File: src/rtl/itpt_pkg.sv
// Shared constants, types and helpers for the integer-to-text renderer.
// No dependencies; imported by every module of the block.
package itpt_pkg;

  localparam int unsigned VALUE_WIDTH  = 64;
  localparam int unsigned MAX_CHARS    = 64;
  localparam int unsigned VALUE_PORT_W = 64;
  localparam int unsigned RADIX_W      = 6;
  localparam int unsigned FIELD_W      = 7;
  localparam int unsigned FLAGS_W      = 7;
  localparam int unsigned CHAR_W       = 8;
  localparam int unsigned POS_W        = 6;
  localparam int unsigned DIGIT_W      = 6;

  localparam int unsigned RADIX_MIN = 2;
  localparam int unsigned RADIX_MAX = 36;
  localparam int unsigned RADIX_OCT = 8;
  localparam int unsigned RADIX_HEX = 16;

  // Divider retires DIV_BITS quotient bits per cycle.
  localparam int unsigned DIV_BITS  = 8;
  localparam int unsigned DIV_STEPS = (VALUE_WIDTH + DIV_BITS - 1) / DIV_BITS;
  localparam int unsigned DIV_W     = DIV_STEPS * DIV_BITS;
  localparam int unsigned STEP_W    = $clog2(DIV_STEPS + 1);

  localparam int unsigned STACK_DEPTH = VALUE_WIDTH;
  localparam int unsigned NDIG_W      = $clog2(STACK_DEPTH + 1);

  // Format flag bit positions
  localparam int unsigned FLAG_LEFT   = 0;
  localparam int unsigned FLAG_ZERO   = 1;
  localparam int unsigned FLAG_SIGNED = 2;
  localparam int unsigned FLAG_PLUS   = 3;
  localparam int unsigned FLAG_SPACE  = 4;
  localparam int unsigned FLAG_ALT    = 5;
  localparam int unsigned FLAG_UPPER  = 6;

  localparam logic [CHAR_W-1:0] CH_NONE    = 8'h00;
  localparam logic [CHAR_W-1:0] CH_SPACE   = 8'h20;
  localparam logic [CHAR_W-1:0] CH_PLUS    = 8'h2B;
  localparam logic [CHAR_W-1:0] CH_MINUS   = 8'h2D;
  localparam logic [CHAR_W-1:0] CH_ZERO    = 8'h30;
  localparam logic [CHAR_W-1:0] CH_UPPER_A = 8'h41;
  localparam logic [CHAR_W-1:0] CH_LOWER_A = 8'h61;
  localparam logic [CHAR_W-1:0] CH_UPPER_X = 8'h58;
  localparam logic [CHAR_W-1:0] CH_LOWER_X = 8'h78;

  typedef struct packed {
    logic clear;
    logic push;
    logic pop;
  } stack_ctrl_t;

  // Digit value 0..35 to its ASCII character.
  function automatic logic [CHAR_W-1:0] digit_char(input logic [DIGIT_W-1:0] d,
                                                   input logic upper);
    logic [CHAR_W-1:0] dw;
    dw = {{(CHAR_W-DIGIT_W){1'b0}}, d};
    if (dw < 8'd10) begin
      return CH_ZERO + dw;
    end
    return (upper ? CH_UPPER_A : CH_LOWER_A) + dw - 8'd10;
  endfunction

endpackage

File: src/rtl/itpt_div_unit.sv
// Iterative divider by a small radix: DIV_BITS quotient bits per cycle.
// Depends on itpt_pkg.
module itpt_div_unit import itpt_pkg::*; (
  input  logic                   clk_i,
  input  logic                   rst_ni,
  input  logic                   start_i,
  input  logic [RADIX_W-1:0]     radix_i,
  input  logic [VALUE_WIDTH-1:0] dividend_i,
  output logic                   done_o,
  output logic [VALUE_WIDTH-1:0] quotient_o,
  output logic [DIGIT_W-1:0]     remainder_o
);

  logic              busy_q, busy_d;
  logic              done_q, done_d;
  logic [STEP_W-1:0] step_q, step_d;
  logic [DIV_W-1:0]  work_q, work_d;
  logic [DIGIT_W-1:0] rem_q, rem_d;

  always_comb begin
    logic [DIGIT_W:0] r;
    logic [DIV_W-1:0] w;
    r = {1'b0, rem_q};
    w = work_q;
    // Restoring division, MSB first; quotient bits shift in at the bottom.
    for (int i = 0; i < DIV_BITS; i++) begin
      r = {r[DIGIT_W-1:0], w[DIV_W-1]};
      w = {w[DIV_W-2:0], 1'b0};
      if (r >= {1'b0, radix_i}) begin
        r = r - {1'b0, radix_i};
        w[0] = 1'b1;
      end
    end

    busy_d = busy_q;
    step_d = step_q;
    work_d = work_q;
    rem_d  = rem_q;
    done_d = 1'b0;
    if (start_i) begin
      busy_d = 1'b1;
      step_d = STEP_W'(DIV_STEPS);
      work_d = DIV_W'(dividend_i);
      rem_d  = '0;
    end else if (busy_q) begin
      work_d = w;
      rem_d  = r[DIGIT_W-1:0];
      step_d = step_q - STEP_W'(1);
      if (step_q == STEP_W'(1)) begin
        busy_d = 1'b0;
        done_d = 1'b1;
      end
    end
  end

  always_ff @(posedge clk_i or negedge rst_ni) begin
    if (!rst_ni) begin
      busy_q <= 1'b0;
      done_q <= 1'b0;
      step_q <= '0;
    end else begin
      busy_q <= busy_d;
      done_q <= done_d;
      step_q <= step_d;
    end
  end

  always_ff @(posedge clk_i) begin
    work_q <= work_d;
    rem_q  <= rem_d;
  end

  assign done_o      = done_q;
  assign quotient_o  = work_q[VALUE_WIDTH-1:0];
  assign remainder_o = rem_q;

endmodule

File: src/rtl/itpt_digit_stack.sv
// Last-in first-out shift line holding digits, least significant pushed first.
// Depends on itpt_pkg.
module itpt_digit_stack import itpt_pkg::*; (
  input  logic               clk_i,
  input  logic               rst_ni,
  input  stack_ctrl_t        ctrl_i,
  input  logic [DIGIT_W-1:0] digit_i,
  output logic [DIGIT_W-1:0] top_o,
  output logic [NDIG_W-1:0]  count_o
);

  logic [DIGIT_W-1:0] stack_q [STACK_DEPTH];
  logic [NDIG_W-1:0]  count_q;

  always_ff @(posedge clk_i or negedge rst_ni) begin
    if (!rst_ni) begin
      count_q <= '0;
    end else if (ctrl_i.clear) begin
      count_q <= '0;
    end else if (ctrl_i.push) begin
      count_q <= count_q + NDIG_W'(1);
    end else if (ctrl_i.pop) begin
      count_q <= count_q - NDIG_W'(1);
    end
  end

  // Push shifts entries up, pop shifts them down; the top is always entry 0.
  always_ff @(posedge clk_i) begin
    if (ctrl_i.push) begin
      stack_q[0] <= digit_i;
      for (int i = 1; i < STACK_DEPTH; i++) begin
        stack_q[i] <= stack_q[i-1];
      end
    end else if (ctrl_i.pop) begin
      for (int i = 0; i < STACK_DEPTH - 1; i++) begin
        stack_q[i] <= stack_q[i+1];
      end
    end
  end

  assign top_o   = stack_q[0];
  assign count_o = count_q;

endmodule

File: src/rtl/integer_to_padded_text_core.sv
// Top level of the printf-style integer renderer: sequencer, length logic and
// character emitter. Depends on itpt_pkg, itpt_div_unit and itpt_digit_stack.
//
// An item is taken when start is high and busy is low; busy then stays high
// until the last character has been produced. Characters leave one per
// strobe_o pulse, in order, and must be captured on the cycle they appear
// since the receiver cannot hold them. Digits come from one shared divider
// that retires 8 quotient bits a cycle, one full division per digit; a zero
// value skips the divider. A bad radix yields its single error result, with
// bad_radix_o and last_o set.
module integer_to_padded_text_core import itpt_pkg::*; (
  input  logic                    clk_i,
  input  logic                    rst_ni,
  input  logic                    start,
  output logic                    busy,
  input  logic [VALUE_PORT_W-1:0] value_i,
  input  logic [RADIX_W-1:0]      radix_i,
  input  logic [FIELD_W-1:0]      field_width_i,
  input  logic [FIELD_W-1:0]      min_digits_i,
  input  logic [FLAGS_W-1:0]      format_flags_i,
  input  logic [FIELD_W-1:0]      room_i,
  output logic                    strobe_o,
  output logic [CHAR_W-1:0]       char_code_o,
  output logic [POS_W-1:0]        position_o,
  output logic                    stored_o,
  output logic                    last_o,
  output logic                    bad_radix_o,
  output logic                    clipped_o
);

  typedef enum logic [4:0] {
    S_IDLE = 5'b00001,
    S_PREP = 5'b00010,
    S_DIV  = 5'b00100,
    S_LEN  = 5'b01000,
    S_EMIT = 5'b10000
  } state_e;

  typedef enum logic [6:0] {
    PH_LEAD  = 7'b0000001,
    PH_SIGN  = 7'b0000010,
    PH_PFX   = 7'b0000100,
    PH_MID   = 7'b0001000,
    PH_ZERO  = 7'b0010000,
    PH_DIG   = 7'b0100000,
    PH_TRAIL = 7'b1000000
  } phase_e;

  state_e state_q, state_d;
  phase_e phase_q, phase_d;
  logic [FIELD_W-1:0] cnt_q, cnt_d;
  logic [POS_W-1:0]   k_q, k_d;
  logic [POS_W-1:0]   last_idx_q, last_idx_d;
  logic               clip_q, clip_d;
  logic [FIELD_W-1:0] pad_q, pad_d;
  logic [FIELD_W-1:0] prec_q, prec_d;

  // Item fields
  logic [VALUE_WIDTH-1:0] val_q;
  logic [RADIX_W-1:0]     radix_q;
  logic [FIELD_W-1:0]     fw_q, md_q, room_q;
  logic                   left_q, zero_q, signed_q, plus_q, space_q, alt_q, upper_q;
  logic [CHAR_W-1:0]      sign_ch_q, sign_ch_d;
  logic                   has_sign_q, has_sign_d;
  logic [1:0]             pfx_q, pfx_d;

  // Result register
  logic              out_vld_d, out_vld_q;
  logic [CHAR_W-1:0] out_ch_d, out_ch_q;
  logic [POS_W-1:0]  out_pos_d, out_pos_q;
  logic              out_st_d, out_st_q;
  logic              out_last_d, out_last_q;
  logic              out_bad_d, out_bad_q;
  logic              out_clip_d, out_clip_q;

  // Divider and digit stack
  logic                   div_start, div_done;
  logic [VALUE_WIDTH-1:0] div_dividend, div_quot;
  logic [DIGIT_W-1:0]     div_rem;
  stack_ctrl_t            stk_ctrl;
  logic [DIGIT_W-1:0]     stk_digit, stk_top;
  logic [NDIG_W-1:0]      stk_count;

  logic                   accept;
  logic                   neg;
  logic [VALUE_WIDTH-1:0] mag;
  logic                   bad_radix;

  assign accept = start && !busy;
  assign busy   = (state_q != S_IDLE);

  assign neg       = signed_q && val_q[VALUE_WIDTH-1];
  assign mag       = neg ? (~val_q + VALUE_WIDTH'(1)) : val_q;
  assign bad_radix = ({1'b0, radix_q} < 7'(RADIX_MIN)) || ({1'b0, radix_q} > 7'(RADIX_MAX));

  itpt_div_unit u_div (
    .clk_i       (clk_i),
    .rst_ni      (rst_ni),
    .start_i     (div_start),
    .radix_i     (radix_q),
    .dividend_i  (div_dividend),
    .done_o      (div_done),
    .quotient_o  (div_quot),
    .remainder_o (div_rem)
  );

  itpt_digit_stack u_stack (
    .clk_i   (clk_i),
    .rst_ni  (rst_ni),
    .ctrl_i  (stk_ctrl),
    .digit_i (stk_digit),
    .top_o   (stk_top),
    .count_o (stk_count)
  );

  function automatic phase_e next_phase(input phase_e ph);
    case (ph)
      PH_LEAD: return PH_SIGN;
      PH_SIGN: return PH_PFX;
      PH_PFX:  return PH_MID;
      PH_MID:  return PH_ZERO;
      PH_ZERO: return PH_DIG;
      default: return PH_TRAIL;
    endcase
  endfunction

  // Number of characters in each section of the rendering.
  function automatic logic [FIELD_W-1:0] phase_len(input phase_e ph,
                                                   input logic [FIELD_W-1:0] pad,
                                                   input logic [FIELD_W-1:0] prec,
                                                   input logic [FIELD_W-1:0] nd,
                                                   input logic sgn,
                                                   input logic [1:0] pfx,
                                                   input logic left,
                                                   input logic zero);
    case (ph)
      PH_LEAD:  return (left || zero) ? '0 : pad;
      PH_SIGN:  return FIELD_W'(sgn);
      PH_PFX:   return FIELD_W'(pfx);
      PH_MID:   return zero ? pad : '0;
      PH_ZERO:  return prec - nd;
      PH_DIG:   return nd;
      PH_TRAIL: return left ? pad : '0;
      default:  return '0;
    endcase
  endfunction

  always_comb begin
    logic [FIELD_W-1:0] nd;
    logic [FIELD_W:0]   rest, total;
    logic [CHAR_W-1:0]  ch;
    logic               is_last;

    state_d    = state_q;
    phase_d    = phase_q;
    cnt_d      = cnt_q;
    k_d        = k_q;
    last_idx_d = last_idx_q;
    clip_d     = clip_q;
    pad_d      = pad_q;
    prec_d     = prec_q;
    sign_ch_d  = sign_ch_q;
    has_sign_d = has_sign_q;
    pfx_d      = pfx_q;

    out_vld_d  = 1'b0;
    out_ch_d   = CH_NONE;
    out_pos_d  = k_q;
    out_st_d   = 1'b0;
    out_last_d = 1'b0;
    out_bad_d  = 1'b0;
    out_clip_d = 1'b0;

    div_start    = 1'b0;
    div_dividend = div_quot;
    stk_ctrl     = '0;
    stk_digit    = div_rem;

    nd      = FIELD_W'(stk_count);
    rest    = '0;
    total   = '0;
    ch      = CH_NONE;
    is_last = (k_q == last_idx_q);

    case (state_q)
      S_IDLE: begin
        if (accept) begin
          stk_ctrl.clear = 1'b1;
          k_d            = '0;
          state_d        = S_PREP;
        end
      end

      S_PREP: begin
        if (bad_radix) begin
          out_vld_d  = 1'b1;
          out_pos_d  = '0;
          out_last_d = 1'b1;
          out_bad_d  = 1'b1;
          state_d    = S_IDLE;
        end else begin
          if (neg) begin
            sign_ch_d = CH_MINUS;
          end else if (signed_q && plus_q) begin
            sign_ch_d = CH_PLUS;
          end else if (signed_q && space_q) begin
            sign_ch_d = CH_SPACE;
          end else begin
            sign_ch_d = CH_NONE;
          end
          has_sign_d = neg || (signed_q && (plus_q || space_q));
          if (alt_q && ({1'b0, radix_q} == 7'(RADIX_HEX))) begin
            pfx_d = 2'd2;
          end else if (alt_q && ({1'b0, radix_q} == 7'(RADIX_OCT))) begin
            pfx_d = 2'd1;
          end else begin
            pfx_d = 2'd0;
          end
          div_dividend = mag;
          if (mag == '0) begin
            // Zero renders as a single '0' digit.
            stk_ctrl.push = 1'b1;
            stk_digit     = '0;
            state_d       = S_LEN;
          end else begin
            div_start = 1'b1;
            state_d   = S_DIV;
          end
        end
      end

      S_DIV: begin
        if (div_done) begin
          stk_ctrl.push = 1'b1;
          if (div_quot == '0) begin
            state_d = S_LEN;
          end else begin
            div_start = 1'b1;
          end
        end
      end

      S_LEN: begin
        prec_d = (nd > md_q) ? nd : md_q;
        rest   = {7'b0, has_sign_q} + {6'b0, pfx_q} + {1'b0, prec_d};
        total  = ({1'b0, fw_q} > rest) ? {1'b0, fw_q} : rest;
        pad_d  = FIELD_W'(total - rest);
        clip_d = (total > (FIELD_W+1)'(MAX_CHARS));
        last_idx_d = clip_d ? POS_W'(MAX_CHARS - 1) : POS_W'(total - (FIELD_W+1)'(1));
        phase_d = PH_LEAD;
        cnt_d   = phase_len(PH_LEAD, pad_d, prec_d, nd, has_sign_q, pfx_q, left_q, zero_q);
        state_d = S_EMIT;
      end

      S_EMIT: begin
        case (phase_q)
          PH_LEAD:  ch = CH_SPACE;
          PH_SIGN:  ch = sign_ch_q;
          PH_PFX:   ch = ((cnt_q == FIELD_W'(1)) && (pfx_q == 2'd2)) ?
                         (upper_q ? CH_UPPER_X : CH_LOWER_X) : CH_ZERO;
          PH_MID:   ch = CH_ZERO;
          PH_ZERO:  ch = CH_ZERO;
          PH_DIG:   ch = digit_char(stk_top, upper_q);
          PH_TRAIL: ch = CH_SPACE;
          default:  ch = CH_NONE;
        endcase
        if (cnt_q == '0) begin
          // Empty or finished section: move on without a character.
          phase_d = next_phase(phase_q);
          cnt_d   = phase_len(phase_d, pad_q, prec_q, nd, has_sign_q, pfx_q,
                              left_q, zero_q);
        end else begin
          out_vld_d    = 1'b1;
          out_ch_d     = ch;
          out_st_d     = ({1'b0, k_q} < room_q);
          out_last_d   = is_last;
          out_clip_d   = is_last && clip_q;
          cnt_d        = cnt_q - FIELD_W'(1);
          k_d          = k_q + POS_W'(1);
          stk_ctrl.pop = (phase_q == PH_DIG);
          if (is_last) begin
            state_d = S_IDLE;
          end
        end
      end

      default: begin
        state_d = S_IDLE;
      end
    endcase
  end

  always_ff @(posedge clk_i or negedge rst_ni) begin
    if (!rst_ni) begin
      state_q   <= S_IDLE;
      phase_q   <= PH_LEAD;
      cnt_q     <= '0;
      k_q       <= '0;
      out_vld_q <= 1'b0;
    end else begin
      state_q   <= state_d;
      phase_q   <= phase_d;
      cnt_q     <= cnt_d;
      k_q       <= k_d;
      out_vld_q <= out_vld_d;
    end
  end

  always_ff @(posedge clk_i) begin
    if (accept) begin
      val_q    <= value_i[VALUE_WIDTH-1:0];
      radix_q  <= radix_i;
      fw_q     <= field_width_i;
      md_q     <= min_digits_i;
      room_q   <= room_i;
      left_q   <= format_flags_i[FLAG_LEFT];
      // Zero padding does not apply when left-aligned.
      zero_q   <= format_flags_i[FLAG_ZERO] && !format_flags_i[FLAG_LEFT];
      signed_q <= format_flags_i[FLAG_SIGNED];
      plus_q   <= format_flags_i[FLAG_PLUS];
      space_q  <= format_flags_i[FLAG_SPACE];
      alt_q    <= format_flags_i[FLAG_ALT];
      upper_q  <= format_flags_i[FLAG_UPPER];
    end
    last_idx_q <= last_idx_d;
    clip_q     <= clip_d;
    pad_q      <= pad_d;
    prec_q     <= prec_d;
    sign_ch_q  <= sign_ch_d;
    has_sign_q <= has_sign_d;
    pfx_q      <= pfx_d;
    if (out_vld_d) begin
      out_ch_q   <= out_ch_d;
      out_pos_q  <= out_pos_d;
      out_st_q   <= out_st_d;
      out_last_q <= out_last_d;
      out_bad_q  <= out_bad_d;
      out_clip_q <= out_clip_d;
    end
  end

  assign strobe_o    = out_vld_q;
  assign char_code_o = out_ch_q;
  assign position_o  = out_pos_q;
  assign stored_o    = out_st_q;
  assign last_o      = out_last_q;
  assign bad_radix_o = out_bad_q;
  assign clipped_o   = out_clip_q;

endmodule

File: config.mk
export PLATFORM = sky130hd
export DESIGN_NAME = integer_to_padded_text_core
export DESIGN_NICKNAME = d
export VERILOG_FILES = /design/src/rtl/itpt_pkg.sv /design/src/rtl/itpt_div_unit.sv /design/src/rtl/itpt_digit_stack.sv /design/src/rtl/integer_to_padded_text_core.sv
export SDC_FILE = /design/constraint.sdc
export NUM_CORES = 1
export LEC_CHECK = 0
export BUFFER_PORTS_ARGS = -buffer_cell sky130_fd_sc_hd__clkbuf_2
export CAP_MARGIN = 5
export CORE_ASPECT_RATIO = 0.6
export CORE_MARGIN = 8
export CORE_UTILIZATION = 45
export CTS_CLUSTER_SIZE = 14
export DETAILED_ROUTE_END_ITERATION = 16
export GPL_TIMING_DRIVEN = 0
export HOLD_SLACK_MARGIN = 0.06
export PLACE_DENSITY = 0.64
export SLEW_MARGIN = 30
export SYNTH_ARGS = -nofsm -noshare
export SYNTH_HDL_FRONTEND = slang
export SYNTH_SLANG_ARGS = --single-unit
export TNS_END_PERCENT = 1
File: constraint.sdc
create_clock -name clk_i -period 48.5 [get_ports clk_i]
set_input_delay 14.55 -clock clk_i [delete_from_list [all_inputs] [get_ports clk_i]]
set_output_delay 14.55 -clock clk_i [all_outputs]
set_load 0.005 [all_outputs]
Word level (Yosys, flattened, before mapping) --
Memory sizes are Yosys's and may differ from the RTL's. Index checks and enable logic that the tools add are counted.
Storage, ports and cells: memories kept 1, bits in registers 255, RAM bits 384, output and inout bits 20
Memory list:
- u_stack.stack_q | words 64, bits a word 6, rd ports 64, clocked after memory_dff 0, write ports 64, RTL line itpt_digit_stack.sv:12 | logic [DIGIT_W-1:0] stack_q [STACK_DEPTH];
Cells by class: add/subtract/negate cells 22, muxes and demuxes 160, bitwise operators 66, equal/unequal tests 34, order comparisons 15, reduce and logical (&&, ||, !) cells 32
Operator list (number):
- two-way mux 6 bit | 81
- two-way mux 64 bit | 5
- logical NOT 64 bit | 2
- two-way mux 7 bit | 13
- adder 64 x 1 -> 64 bit (second input constant) | 1
- inverter 64 bit | 1
- bitwise OR 1 bit | 63
- >= comparator 7 x 6 -> 1 bit | 8
- case mux 7 bit (7 select lines) | 1
- subtractor 6 bit | 8
- case mux 8 bit (5 select lines) | 1
- two-way mux 1 bit | 37
- case mux 7 bit (5 select lines) | 1
- two-way mux 5 bit | 6
- case mux 7 bit (2 select lines) | 2
- case mux 5 bit (5 select lines) | 1
- two-way mux 8 bit | 3
- equality test 7 x 1 -> 1 bit (second input constant) | 3
- equality test 7 x 2 -> 1 bit (second input constant) | 2
- equality test 7 x 3 -> 1 bit (second input constant) | 2
- equality test 7 x 4 -> 1 bit (second input constant) | 2
- equality test 7 x 5 -> 1 bit (second input constant) | 2
- equality test 7 x 6 -> 1 bit (second input constant) | 2
- equality test 7 bit (second input constant) | 2
- 46 further kinds | 80

Logic depth before layout (Yosys ltp) --
Gate-level depths: netlist of run 1.
depth in word-level cells 18, mapped depth 84

Modules after synthesis --
From an unflattened synthesis of run 1, not the netlist that was laid out.
Unflattened totals: cells, all modules 2673, area, all modules 35093.7 µm²
By module, submodules not included:
- itpt_digit_stack | seq. area each 11706.2 µm², instances 1, cells an instance 877, area each 17395.4 µm²
- integer_to_padded_text_core | seq. area each 4977.3 µm², instances 1, cells an instance 1235, area each 11730.0 µm²
- itpt_div_unit | seq. area each 2192.1 µm², instances 1, cells an instance 561, area each 5968.2 µm²

Least setup slack after synthesis of run 1 --
No wires, ideal clock.
kind register -> register, start point register radix_q[1], end point register u_div.rem_q[1] (netlist: u_div.remainder_o[1]), data arrival time 16.615 ns, buffers on the path 4, setup slack 31.811 ns, library setup time 0.074 ns, cell stages (with the launch flop) 83, required time 48.426 ns, path through edfxtp_1 > inv_1 > ha_1 > nor2b_1 > o21bai_1 > a21boi_0 > nor2_1 > mux2i_1 > inv_1 > ha_1 > a21o_1 > a21oi_1 > o21a_1 > o21ai_1 > o21ai_0 > inv_1 > ha_1 > nor2b_1 > [47 not listed] > a21oi_1 > nand4_1 > a2111o_1 > nor2b_1 > clkbuf_1 > o211a_1 > a21oi_1 > ha_1 > a21o_1 > a21o_1 > a21o_1 > a21o_1 > a31oi_1 > nor2b_1 > or2_2 > clkbuf_1 > a2111o_1 > a31oi_1
On the way: longest elaborated chain between the ends 16
RTL lines:
- start: declaration | RTL line integer_to_padded_text_core.sv:60 | logic [RADIX_W-1:0] radix_q;
- start signal: assignment | RTL line integer_to_padded_text_core.sv:312 | radix_q <= radix_i;
- subtractor 6 bit or >= comparator 7 x 6 -> 1 bit (tied branches) | RTL line itpt_div_unit.sv:30, itpt_div_unit.sv:29
- two-way mux 6 bit | RTL line itpt_div_unit.sv:29 | if (r >= {1'b0, radix_i}) begin
- subtractor 6 bit or >= comparator 7 x 6 -> 1 bit (tied branches) | RTL line itpt_div_unit.sv:30, itpt_div_unit.sv:29
- two-way mux 6 bit | RTL line itpt_div_unit.sv:29
- subtractor 6 bit or >= comparator 7 x 6 -> 1 bit (tied branches) | RTL line itpt_div_unit.sv:30, itpt_div_unit.sv:29
- two-way mux 6 bit | RTL line itpt_div_unit.sv:29
- subtractor 6 bit or >= comparator 7 x 6 -> 1 bit (tied branches) | RTL line itpt_div_unit.sv:30, itpt_div_unit.sv:29
- two-way mux 6 bit | RTL line itpt_div_unit.sv:29
- subtractor 6 bit or >= comparator 7 x 6 -> 1 bit (tied branches) | RTL line itpt_div_unit.sv:30, itpt_div_unit.sv:29
- two-way mux 6 bit | RTL line itpt_div_unit.sv:29
- >= comparator 7 x 6 -> 1 bit or subtractor 6 bit (tied branches) | RTL line itpt_div_unit.sv:29, itpt_div_unit.sv:30
- two-way mux 6 bit | RTL line itpt_div_unit.sv:29
- >= comparator 7 x 6 -> 1 bit or subtractor 6 bit (tied branches) | RTL line itpt_div_unit.sv:29, itpt_div_unit.sv:30
- two-way mux 6 bit | RTL line itpt_div_unit.sv:29
- subtractor 6 bit or >= comparator 7 x 6 -> 1 bit (tied branches) | RTL line itpt_div_unit.sv:30, itpt_div_unit.sv:29
- two-way mux 6 bit | RTL line itpt_div_unit.sv:29
- end signal: assignment | RTL line itpt_div_unit.sv:70 | rem_q <= rem_d;
- end: declaration | RTL line itpt_div_unit.sv:18 | logic [DIGIT_W-1:0] rem_q, rem_d;
Several ways; a longest one is shown, not always the timed one. A chain may end at the register's enable or synchronous reset.

Worst setup path in the final report of run 1 --
start point register radix_q[1], end point register u_div.work_q[0] (netlist: u_div.quotient_o[0]), data pin
On the way: longest elaborated chain between the ends 18
RTL lines:
- subtractor 6 bit or >= comparator 7 x 6 -> 1 bit (tied branches) | RTL line itpt_div_unit.sv:30, itpt_div_unit.sv:29
- two-way mux 6 bit | RTL line itpt_div_unit.sv:29
- subtractor 6 bit or >= comparator 7 x 6 -> 1 bit (tied branches) | RTL line itpt_div_unit.sv:30, itpt_div_unit.sv:29
- two-way mux 6 bit | RTL line itpt_div_unit.sv:29
- subtractor 6 bit or >= comparator 7 x 6 -> 1 bit (tied branches) | RTL line itpt_div_unit.sv:30, itpt_div_unit.sv:29
- two-way mux 6 bit | RTL line itpt_div_unit.sv:29
- subtractor 6 bit or >= comparator 7 x 6 -> 1 bit (tied branches) | RTL line itpt_div_unit.sv:30, itpt_div_unit.sv:29
- two-way mux 6 bit | RTL line itpt_div_unit.sv:29
- [3 not listed]
- two-way mux 6 bit | RTL line itpt_div_unit.sv:29
- subtractor 6 bit or >= comparator 7 x 6 -> 1 bit (tied branches) | RTL line itpt_div_unit.sv:30, itpt_div_unit.sv:29
- two-way mux 6 bit | RTL line itpt_div_unit.sv:29
- >= comparator 7 x 6 -> 1 bit | RTL line itpt_div_unit.sv:29
- two-way mux 1 bit | RTL line itpt_div_unit.sv:29
- two-way mux 64 bit | RTL line itpt_div_unit.sv:45 | end else if (busy_q) begin
- two-way mux 64 bit * | RTL line itpt_div_unit.sv:40 | if (start_i) begin
- via u_div.work_d[0] | RTL line itpt_div_unit.sv:17 | logic [DIV_W-1:0] work_q, work_d;
- end signal: assignment | RTL line itpt_div_unit.sv:69 | work_q <= work_d;
- end: declaration | RTL line itpt_div_unit.sv:17
Mark *: on every way through the listed nets, which the timed path passes. The rest lies on a longest branch. The select of a mux whose other input is x is not followed.

==> results.py, run 1 <==
metrics = {
    "cts": {
        "ctsHtreeMaxLevel": 3,
        "cts-root-buf": "clkbuf_16",
        "ctsResizeCount": 0,
        "cts_inserted_buffers": 66,
        "cts_tree": "built",
        "clockBufferDepth": 3,
        "clkTransAtPathRegs_ns": 0.06,
        "post-cts-setup-buffer-count": 0,
        "clkSinkCount": 637,
        "cts_hold_buf": 0,
        "clk_latency_ns": 0.63,
    },
    "logic_synthesis": {
        "syn-cell-area_sq_um": 33100,
        "synthDistinctLibCells": 90,
        "synth_nets": 3169,
        "yosysWarnings": 0,
        "syn-mean-instance-area_sq_um": 11.2,
        "synth_cells": 2953,
        "synth_edf_count": 592,
        "synth-async-reset-ratio": 0.0612,
        "synth_flop_cell": "edfxtp_1",
        "synth.top_cell.area_share": 0.536,
        "yosys.area.top_type": "edfxtp_1",
        "ys_top_cells_by_area": "edfxtp_1 (54%), nand2_1 (8.6%), mux2_2 (6.2%)",
        "ys_seq_elements": 637,
        "yosysSeqAreaShare": 0.569,
    },
    "grt": {
        "grt_pass1_vias": 22900,
        "gr-total-overflow": 0,
        "grt_usage": 0.199,
        "grt_max_degree": 97,
        "antenna_found_initial": 2,
        "grt_pass1_wl_microns": 132000,
    },
    "detailed_routing": {
        "finalWirelength_microns": 84900,
        "vias": 23600,
        "via_per_inst": 5.65,
        "drt-pass1-iter-count": 6,
        "drtAntennaViolNets": 0,
        "drtIter0Drc": 2580,
        "route.detailed.drc": 0,
        "routedWlPerCell_microns": 20.3,
    },
    "timing": {
        "worst_slack_ns": 26.64,
        "finalMaxSlewViolations": 0,
        "worstMarginPinSlew_ns": 1.08,
        "setup_violations": 0,
        "final.setup.tns_ns": 0,
        "period_share": 0.451,
        "finalClockSkew_ns": 0.0241,
        "hold_viol_final": 0,
        "rsz0062_at_grt": "no",
        "holdWs_ns": 0.456,
        "post-route-min-period_ns": 21.86,
        "fmax_mhz": 45.7,
        "relSlewSlack": 0.273,
    },
    "die": {
        "dieArea_sq_um": 82900,
        "io_pins": 121,
        "start_util": 0.452,
        "rows": 77,
        "die_w_microns": 366,
        "die_height_microns": 226,
        "core_area_sq_um": 73300,
    },
    "critical_path": {
        "cp.required_ns": 48.85,
        "end_kind": "register",
        "worst_path_max_delay_cell": "edfxtp_1",
        "critPathKind": "reg -> reg",
        "path_max_fanout": 10,
        "crit_buf_inv": 9,
        "path_delay_family": "compound AO/OA/AOI/OAI gates",
        "cpPeakStageDelay_ns": 0.79,
        "start_kind": "register",
        "arrival_ns": 22.21,
        "cp_common_cell": "o21ai_0",
    },
    "cells_and_area": {
        "layout.nets": 3364,
        "synthToLayoutAreaGrowth_pct": 12.5,
        "final_common_cell": "nand2_1",
        "drive_above_1_share": 0.145,
        "final_cell_mix": "nand2_1 (758), edfxtp_1 (592), mux2_2 (183), o21ai_0 (134), clkbuf_2 (120)",
        "fill_cells": 6393,
        "finish.utilization": 0.509,
        "antenna_cells": 0,
    },
    "placed_design": {
        "place_hpwl_microns": 62700,
        "place_congestion": 0.903,
        "place_ws_ns": 27.09,
        "portBuffers": 120,
    },
    "worst_hold_path": {
        "hp-class": "reg -> reg",
    },
    "job": {
        "drv_cap": 0,
    },
    "outcome": {
        "status": "finished, final reports clean",
    },
}
==> Yosys cell counts (7+ instances only) <==
cell type and count:
a211oi_1 11, a21o_1 42, a21oi_1 89, a31oi_1 24, a41oi_1 8, and2_1 12
and3_1 16, and4_1 7, buf_2 7, buf_6 10, clkbuf_1 88, dfrtp_1 37
edfxtp_1 592, fa_1 14, ha_1 101, inv_1 111, mux2_1 18, mux2_2 183
mux2i_1 36, nand2_1 758, nand2b_1 18, nand3_1 44, nand3b_1 9, nand4_1 27
nor2_1 107, nor2b_1 29, nor3_1 46, nor4_1 34, o211ai_1 8, o21a_1 17
o21ai_0 135, o31ai_1 14, or2_2 10, or3_1 14, or4_1 11, xnor2_1 77
xor2_1 53
==> cell families (layout without fill, tap and decap cells) <==
logic type / Yosys count / count (layout) / share of synthesized area
flops: 637 / 637 / 0.569
compound gates: 429 / 429 / 0.0828
simple gates: 1173 / 1173 / 0.157
mux: 237 / 237 / 0.0792
xor+xnor: 130 / 130 / 0.0343
buf+inv: 232 / 476 / 0.0302
fa+ha+maj: 115 / 115 / 0.0466
==> final timing paths <==
check / end / cells past startpoint / from / slack [ns]
setup / recovery: u_div.quotient_o[0]$_DFFE_PP_ / 80 / radix_q[1]$_DFFE_PP_ / 26.64
hold / removal: u_stack.stack_q[0][378]$_DFFE_PP_ / 0 / u_stack.stack_q[0][372]$_DFFE_PP_ / 0.46
setup reg to reg: u_div.quotient_o[0]$_DFFE_PP_ / 80 / radix_q[1]$_DFFE_PP_ / 26.64
hold reg to reg: u_stack.stack_q[0][378]$_DFFE_PP_ / 0 / u_stack.stack_q[0][372]$_DFFE_PP_ / 0.46
max in group asynchronous: phase_q[4]$_DFFE_PN0P_ / 1 / rst_ni / 34.09
min in group asynchronous: k_q[1]$_DFFE_PN0P_ / 1 / rst_ni / 13.97
==> area by class of cell <==
type                            count  area (sq um)  share of cell area
Multi-Input combinational cell   2084         13300               0.358
Sequential cell                   637         18900               0.506
Tap cell                          987          1230              0.0331
Buffer                            119           577              0.0155
Clock inverter                     32           319             0.00856
Clock buffer                       85          1740              0.0468
Inverter                          113           430              0.0115
Timing Repair Buffer              127           776              0.0208
==> routing by layer <==
layer / part of all wire / global-route usage / vias to the layer above / wire length [microns]
li1: - / - / 11100 / -
met1: 0.50 / 0.314 / 11600 / 42300
met2: 0.39 / 0.268 / 879 / 33500
met3: 0.087 / 0.0498 / 112 / 7380
met4: 0.020 / 0.0496 / 2 / 1700
met5: 0.00011 / 0 / - / 9
==> stage by stage <==
| stage | cells | cell area (sq um) |
|---|---|---|
| 3_3_place_gp | 4060 | 35000 |
| 2_1_floorplan | 2953 | 33100 |
| 5_1_grt | 4184 | 37300 |
| 3_5_place_dp | 4067 | 35200 |
| 6_report | 4184 | 37300 |
| 4_1_cts | 4184 | 37300 |
==> worst reg2reg max path, delay by kind of cell, from the launching register on <==
family	cells	cell delay [ns]
adder cells (fa/ha/maj)	8	2.62
buffers and inverters	9	1.83
flip-flops	1	0.79
AO/OA/AOI/OAI	41	10.70
AND/OR/NAND/NOR	19	4.39
multiplexers	3	1.29
==> state kept, by name, indices dropped and copies added, names as in the netlist, 4 cells and up <==
name,count
md_q,7
cnt_q,7
last_idx_q,6
position_o,6
u_stack.count_o,7
sign_ch_q,4
prec_q,7
u_div.quotient_o,64
u_div.step_q,4
pad_q,7
k_q,6
u_stack.stack_q,384
val_q,64
char_code_o,8
room_q,7
u_div.remainder_o,6
fw_q,7
state_q,5
phase_q,7
radix_q,6
Power of run 1 is not shown: default switching activity piles up to over one toggle a cycle in this logic, so the estimate is an artifact.
==> inputs of run 2 (changes only) <==
clock period = 22.2 ns   (was 48.5 ns; I/O delays follow)
==> run 2 against run 1 <==
  * Worst setup slack worse by 25 ns
  * Cell count up 0.17%
  * Utilization increased by 0.084 points
  * Via count grew 0.25%
  * Flip-flop and latch count unchanged
  * Largest cell class unchanged
==> results.py, run 2 (synthesis gave the netlist of run 1 again) <==
metrics = {
    "critical_path": {
        "path_max_fanout": 10,
        "start_kind": "register",
        "cp.required_ns": 22.75,
        "cp_common_cell": "o21ai_0",
        "path_delay_family": "compound AO/OA/AOI/OAI gates",
        "end_kind": "register",
        "worst_path_max_delay_cell": "o21ai_0",
        "crit_buf_inv": 9,
        "cpPeakStageDelay_ns": 0.56,
        "critPathKind": "reg -> reg",
        "arrival_ns": 21.10,
    },
    "cts": {
        "clkTransAtPathRegs_ns": 0.06,
        "cts-root-buf": "clkbuf_16",
        "clockBufferDepth": 3,
        "clk_latency_ns": 0.63,
        "ctsHtreeMaxLevel": 3,
        "clkSinkCount": 637,
        "cts_tree": "built",
        "cts_inserted_buffers": 66,
    },
    "detailed_routing": {
        "drtAntennaViolNets": 0,
        "finalWirelength_microns": 84800,
        "drtIter0Drc": 2578,
        "vias": 23700,
        "via_per_inst": 5.65,
        "route.detailed.drc": 0,
        "drt-pass1-iter-count": 5,
        "routedWlPerCell_microns": 20.2,
    },
    "cells_and_area": {
        "synthToLayoutAreaGrowth_pct": 12.7,
        "regArea_sq_um": 18900,
        "fill_cells": 6386,
        "antenna_cells": 0,
        "multi_input_area_sq_um": 13300,
        "finish.utilization": 0.509,
        "final_cell_mix": "nand2_1 (758), edfxtp_1 (592), mux2_2 (183), o21ai_0 (133), clkbuf_2 (120)",
        "largest-register": "u_stack.stack_q",
        "layout.nets": 3371,
        "drive_above_1_share": 0.148,
        "largest_reg_flops": 384,
        "final_common_cell": "nand2_1",
    },
    "worst_hold_path": {
        "hp-class": "reg -> reg",
    },
    "placed_design": {
        "place_congestion": 0.903,
        "place_ws_ns": 0.792,
        "portBuffers": 120,
        "place_hpwl_microns": 62700,
    },
    "timing": {
        "rsz0062_at_grt": "no",
        "setup_violations": 0,
        "period_share": 0.926,
        "worst_slack_ns": 1.65,
        "final.setup.tns_ns": 0,
        "hold_viol_final": 0,
        "worstMarginPinSlew_ns": 1.04,
        "finalMaxSlewViolations": 0,
        "relSlewSlack": 0.298,
        "fmax_mhz": 48.7,
        "post-route-min-period_ns": 20.55,
        "finalClockSkew_ns": 0.0237,
    },
    "outcome": {
        "status": "finished, final reports clean",
    },
    "job": {
        "drv_cap": 0,
    },
    "die": {
        "core_area_sq_um": 73300,
        "rows": 77,
        "dieArea_sq_um": 82900,
        "start_util": 0.452,
        "io_pins": 121,
        "die_w_microns": 366,
        "die_height_microns": 226,
    },
    "grt": {
        "grt_max_degree": 97,
        "grt_pass1_vias": 22900,
        "gr-total-overflow": 0,
        "antenna_found_initial": 2,
        "grt_pass1_wl_microns": 132000,
        "grt_usage": 0.199,
    },
}
## run 2: layout make-up
type                    count  area share
clock inverters            32     0.00854
plain buffers             119      0.0154
inverters                 113      0.0116
flip-flops and latches    637       0.505
repair buffers            134      0.0222
multi-input cells        2084       0.357
well taps                 987      0.0331
clock buffers              85      0.0467
## run 2: per-layer routing
metal / global-route usage / share of wire
met5: 0 / 0.00011
met1: 0.314 / 0.50
met3: 0.0498 / 0.087
met2: 0.268 / 0.39
met4: 0.0496 / 0.020
## run 2: final timing paths
kind	startpoint	slack, ns	end	cells past startpoint
min in group asynchronous	rst_ni	6.07	k_q[1]$_DFFE_PN0P_	1
setup reg to reg	radix_q[3]$_DFFE_PP_	1.65	u_div.remainder_o[1]$_SDFFE_PP0P_	80
max in group asynchronous	rst_ni	15.69	u_stack.count_o[1]$_DFFE_PN0P_	1
hold / removal	u_stack.stack_q[0][372]$_DFFE_PP_	0.46	u_stack.stack_q[0][378]$_DFFE_PP_	0
hold reg to reg	u_stack.stack_q[0][372]$_DFFE_PP_	0.46	u_stack.stack_q[0][378]$_DFFE_PP_	0
setup / recovery	radix_q[3]$_DFFE_PP_	1.65	u_div.remainder_o[1]$_SDFFE_PP0P_	80
## run 2: what timing repair did
item                       CTS  global route
resized for setup            0             4
hold endpoints to repair     0             0
setup endpoints to repair    0             7
buffers inserted             0             7
hold buffers                 0             0
## run 2: metrics by stage
stage | hold WS [ns] | std cells | cell area [sq um]
after floorplan | 0.419 | 2953 | 33100
after global placement | 0.427 | 4060 | 35000
after detailed placement | 0.433 | 4067 | 35200
after CTS | 0.457 | 4184 | 37300
after global routing | 0.461 | 4191 | 37400
final | 0.456 | 4191 | 37400
Power of run 2 is left out for the same reason.
==> inputs of run 3 (changes only) <==
CORE_UTILIZATION = 50   (was 45)
PLACE_DENSITY = 0.7   (was 0.64)
REMOVE_ABC_BUFFERS = 1   (was not set)
==> run 3 against run 2 <==
  * Maximum frequency is 0.36% lower
  * Register-to-register slack got worse by 0.08 ns
  * Worst hold slack got worse by 0.014 ns
  * Worst setup slack worse by 0.075 ns
  * Critical path type unchanged
  * Wire length fell by 10%
  * Global-route usage is 0.32 points lower
  * Critical endpoint is now u_div.remainder_o[4]$_SDFFE_PP0P_
  * Utilization increased by 5.1 points
  * Cell count is 4.9% lower
  * Highest routed layer unchanged
  * Sequential share of layout area grew 0.51 points
  * Cell area shrank 1.0%
==> results.py, run 3 (synthesis gave the netlist of run 1 again) <==
metrics = {
    "critical_path": {
        "rrSetupSlack_ns": 1.58,
        "rr_startpoint": "radix_q[1]$_DFFE_PP_",
        "arrival_ns": 21.19,
        "worst_path_max_delay_cell": "edfxtp_1",
        "critPathKind": "reg -> reg",
        "path_max_fanout": 15,
        "cp_common_cell": "o21ai_0",
        "cp.required_ns": 22.77,
        "start_kind": "register",
        "cpPeakStageDelay_ns": 0.73,
        "path_delay_family": "compound AO/OA/AOI/OAI gates",
        "end_kind": "register",
        "crit_buf_inv": 5,
        "startpoint": "radix_q[1]$_DFFE_PP_",
    },
    "detailed_routing": {
        "route.detailed.drc": 0,
        "drtAntennaViolNets": 0,
        "vias": 23000,
        "finalWirelength_microns": 75900,
        "routedWlPerCell_microns": 19.1,
        "drtIter0Drc": 2669,
        "via_per_inst": 5.76,
        "drt-pass1-iter-count": 6,
    },
    "grt": {
        "gr-total-overflow": 0,
        "grt_pass1_wl_microns": 121000,
        "antenna_found_initial": 2,
        "grt_max_degree": 134,
        "grt_pass1_vias": 22000,
        "grt_usage": 0.196,
    },
    "cts": {
        "cts_tree": "built",
        "cts_inserted_buffers": 59,
        "cts-root-buf": "clkbuf_16",
        "clockBufferDepth": 3,
        "ctsHtreeMaxLevel": 2,
        "clk_latency_ns": 0.64,
        "post-cts-setup-buffer-count": 0,
        "clkSinkCount": 637,
        "clkTransAtPathRegs_ns": 0.07,
    },
    "job": {
        "drv_cap": 0,
    },
    "timing": {
        "hold_viol_final": 0,
        "period_share": 0.929,
        "final.setup.tns_ns": 0,
        "finalMaxSlewViolations": 0,
        "worstMarginPinSlew_ns": 1.00,
        "fmax_mhz": 48.5,
        "finalClockSkew_ns": 0.0351,
        "rsz0062_at_grt": "no",
        "post-route-min-period_ns": 20.62,
        "relSlewSlack": 0.333,
        "holdWs_ns": 0.442,
        "setup_violations": 0,
    },
    "cells_and_area": {
        "layout.nets": 3254,
        "largest-register": "u_stack.stack_q",
        "synthToLayoutAreaGrowth_pct": 11.6,
        "final_cell_mix": "nand2_1 (756), edfxtp_1 (592), mux2_2 (183), o21ai_0 (133), clkbuf_2 (119)",
        "final_common_cell": "nand2_1",
        "largest_reg_flops": 384,
        "drive_above_1_share": 0.149,
    },
    "die": {
        "io_pins": 121,
        "core_area_sq_um": 65900,
        "die_height_microns": 215,
        "start_util": 0.503,
        "rows": 73,
        "dieArea_sq_um": 75100,
        "die_w_microns": 348,
    },
    "worst_hold_path": {
        "hp-class": "reg -> reg",
        "min_from": "u_stack.stack_q[0][375]$_DFFE_PP_",
    },
    "outcome": {
        "status": "finished, final reports clean",
    },
    "placed_design": {
        "portBuffers": 120,
        "place_congestion": 0.923,
        "place_hpwl_microns": 54100,
    },
}
==> run 3: area by class of cell <==
cell class,count,area (sq um)
Clock buffer,86,1760
Fill cell,5438,29000
Clock inverter,22,208
Tap cell,900,1130
Sequential cell,637,18900
Antenna cell,1,2.50
Timing Repair Buffer,143,1170
Inverter,113,444
Multi-Input combinational cell,2084,13400
==> run 3: stage by stage <==
stage / std cells / instance area, sq um / setup WS (ns) / utilization
after floorplan: 2834 / 32600 / 5.86 / -
after global placement: 3854 / 34300 / 2.06 / 0.520
after detailed placement: 3877 / 35000 / 1.76 / 0.530
after CTS: 3985 / 36900 / 1.67 / 0.560
after global routing: 3986 / 37000 / 0.122 / 0.561
final: 3986 / 37000 / 1.58 / 0.561
==> run 3: worst paths after layout <==
kind,to,cells past startpoint
worst max-delay path,u_div.remainder_o[4]$_SDFFE_PP0P_,77
worst min-delay path,u_stack.stack_q[0][381]$_DFFE_PP_,0
worst max register to register,u_div.remainder_o[4]$_SDFFE_PP0P_,77
worst min register to register,u_stack.stack_q[0][381]$_DFFE_PP_,0
max in group asynchronous,u_stack.count_o[0]$_DFFE_PN0P_,1
min in group asynchronous,k_q[0]$_DFFE_PN0P_,1
==> run 3: repair_timing <==
item | in CTS | in global routing
hold buffers | 0 | 0
resized for setup | 0 | 1
endpoints found under the setup margin | 0 | 7
==> run 3: worst reg2reg max path, delay by kind of cell, from the launching register on <==
| kind | cells | cell delay [ns] |
|---|---|---|
| mux | 3 | 1.33 |
| compound gates | 42 | 10.49 |
| flops | 1 | 0.73 |
| fa+ha+maj | 8 | 2.67 |
| simple gates | 19 | 4.42 |
| buf+inv | 5 | 0.91 |
==> run 3: routing by layer <==
metal	global-route usage	wire, microns
met1	0.306	36700
met2	0.273	31100
met3	0.0463	6730
met4	0.0458	1360
met5	0	13
Power of run 3 is left out for the same reason.
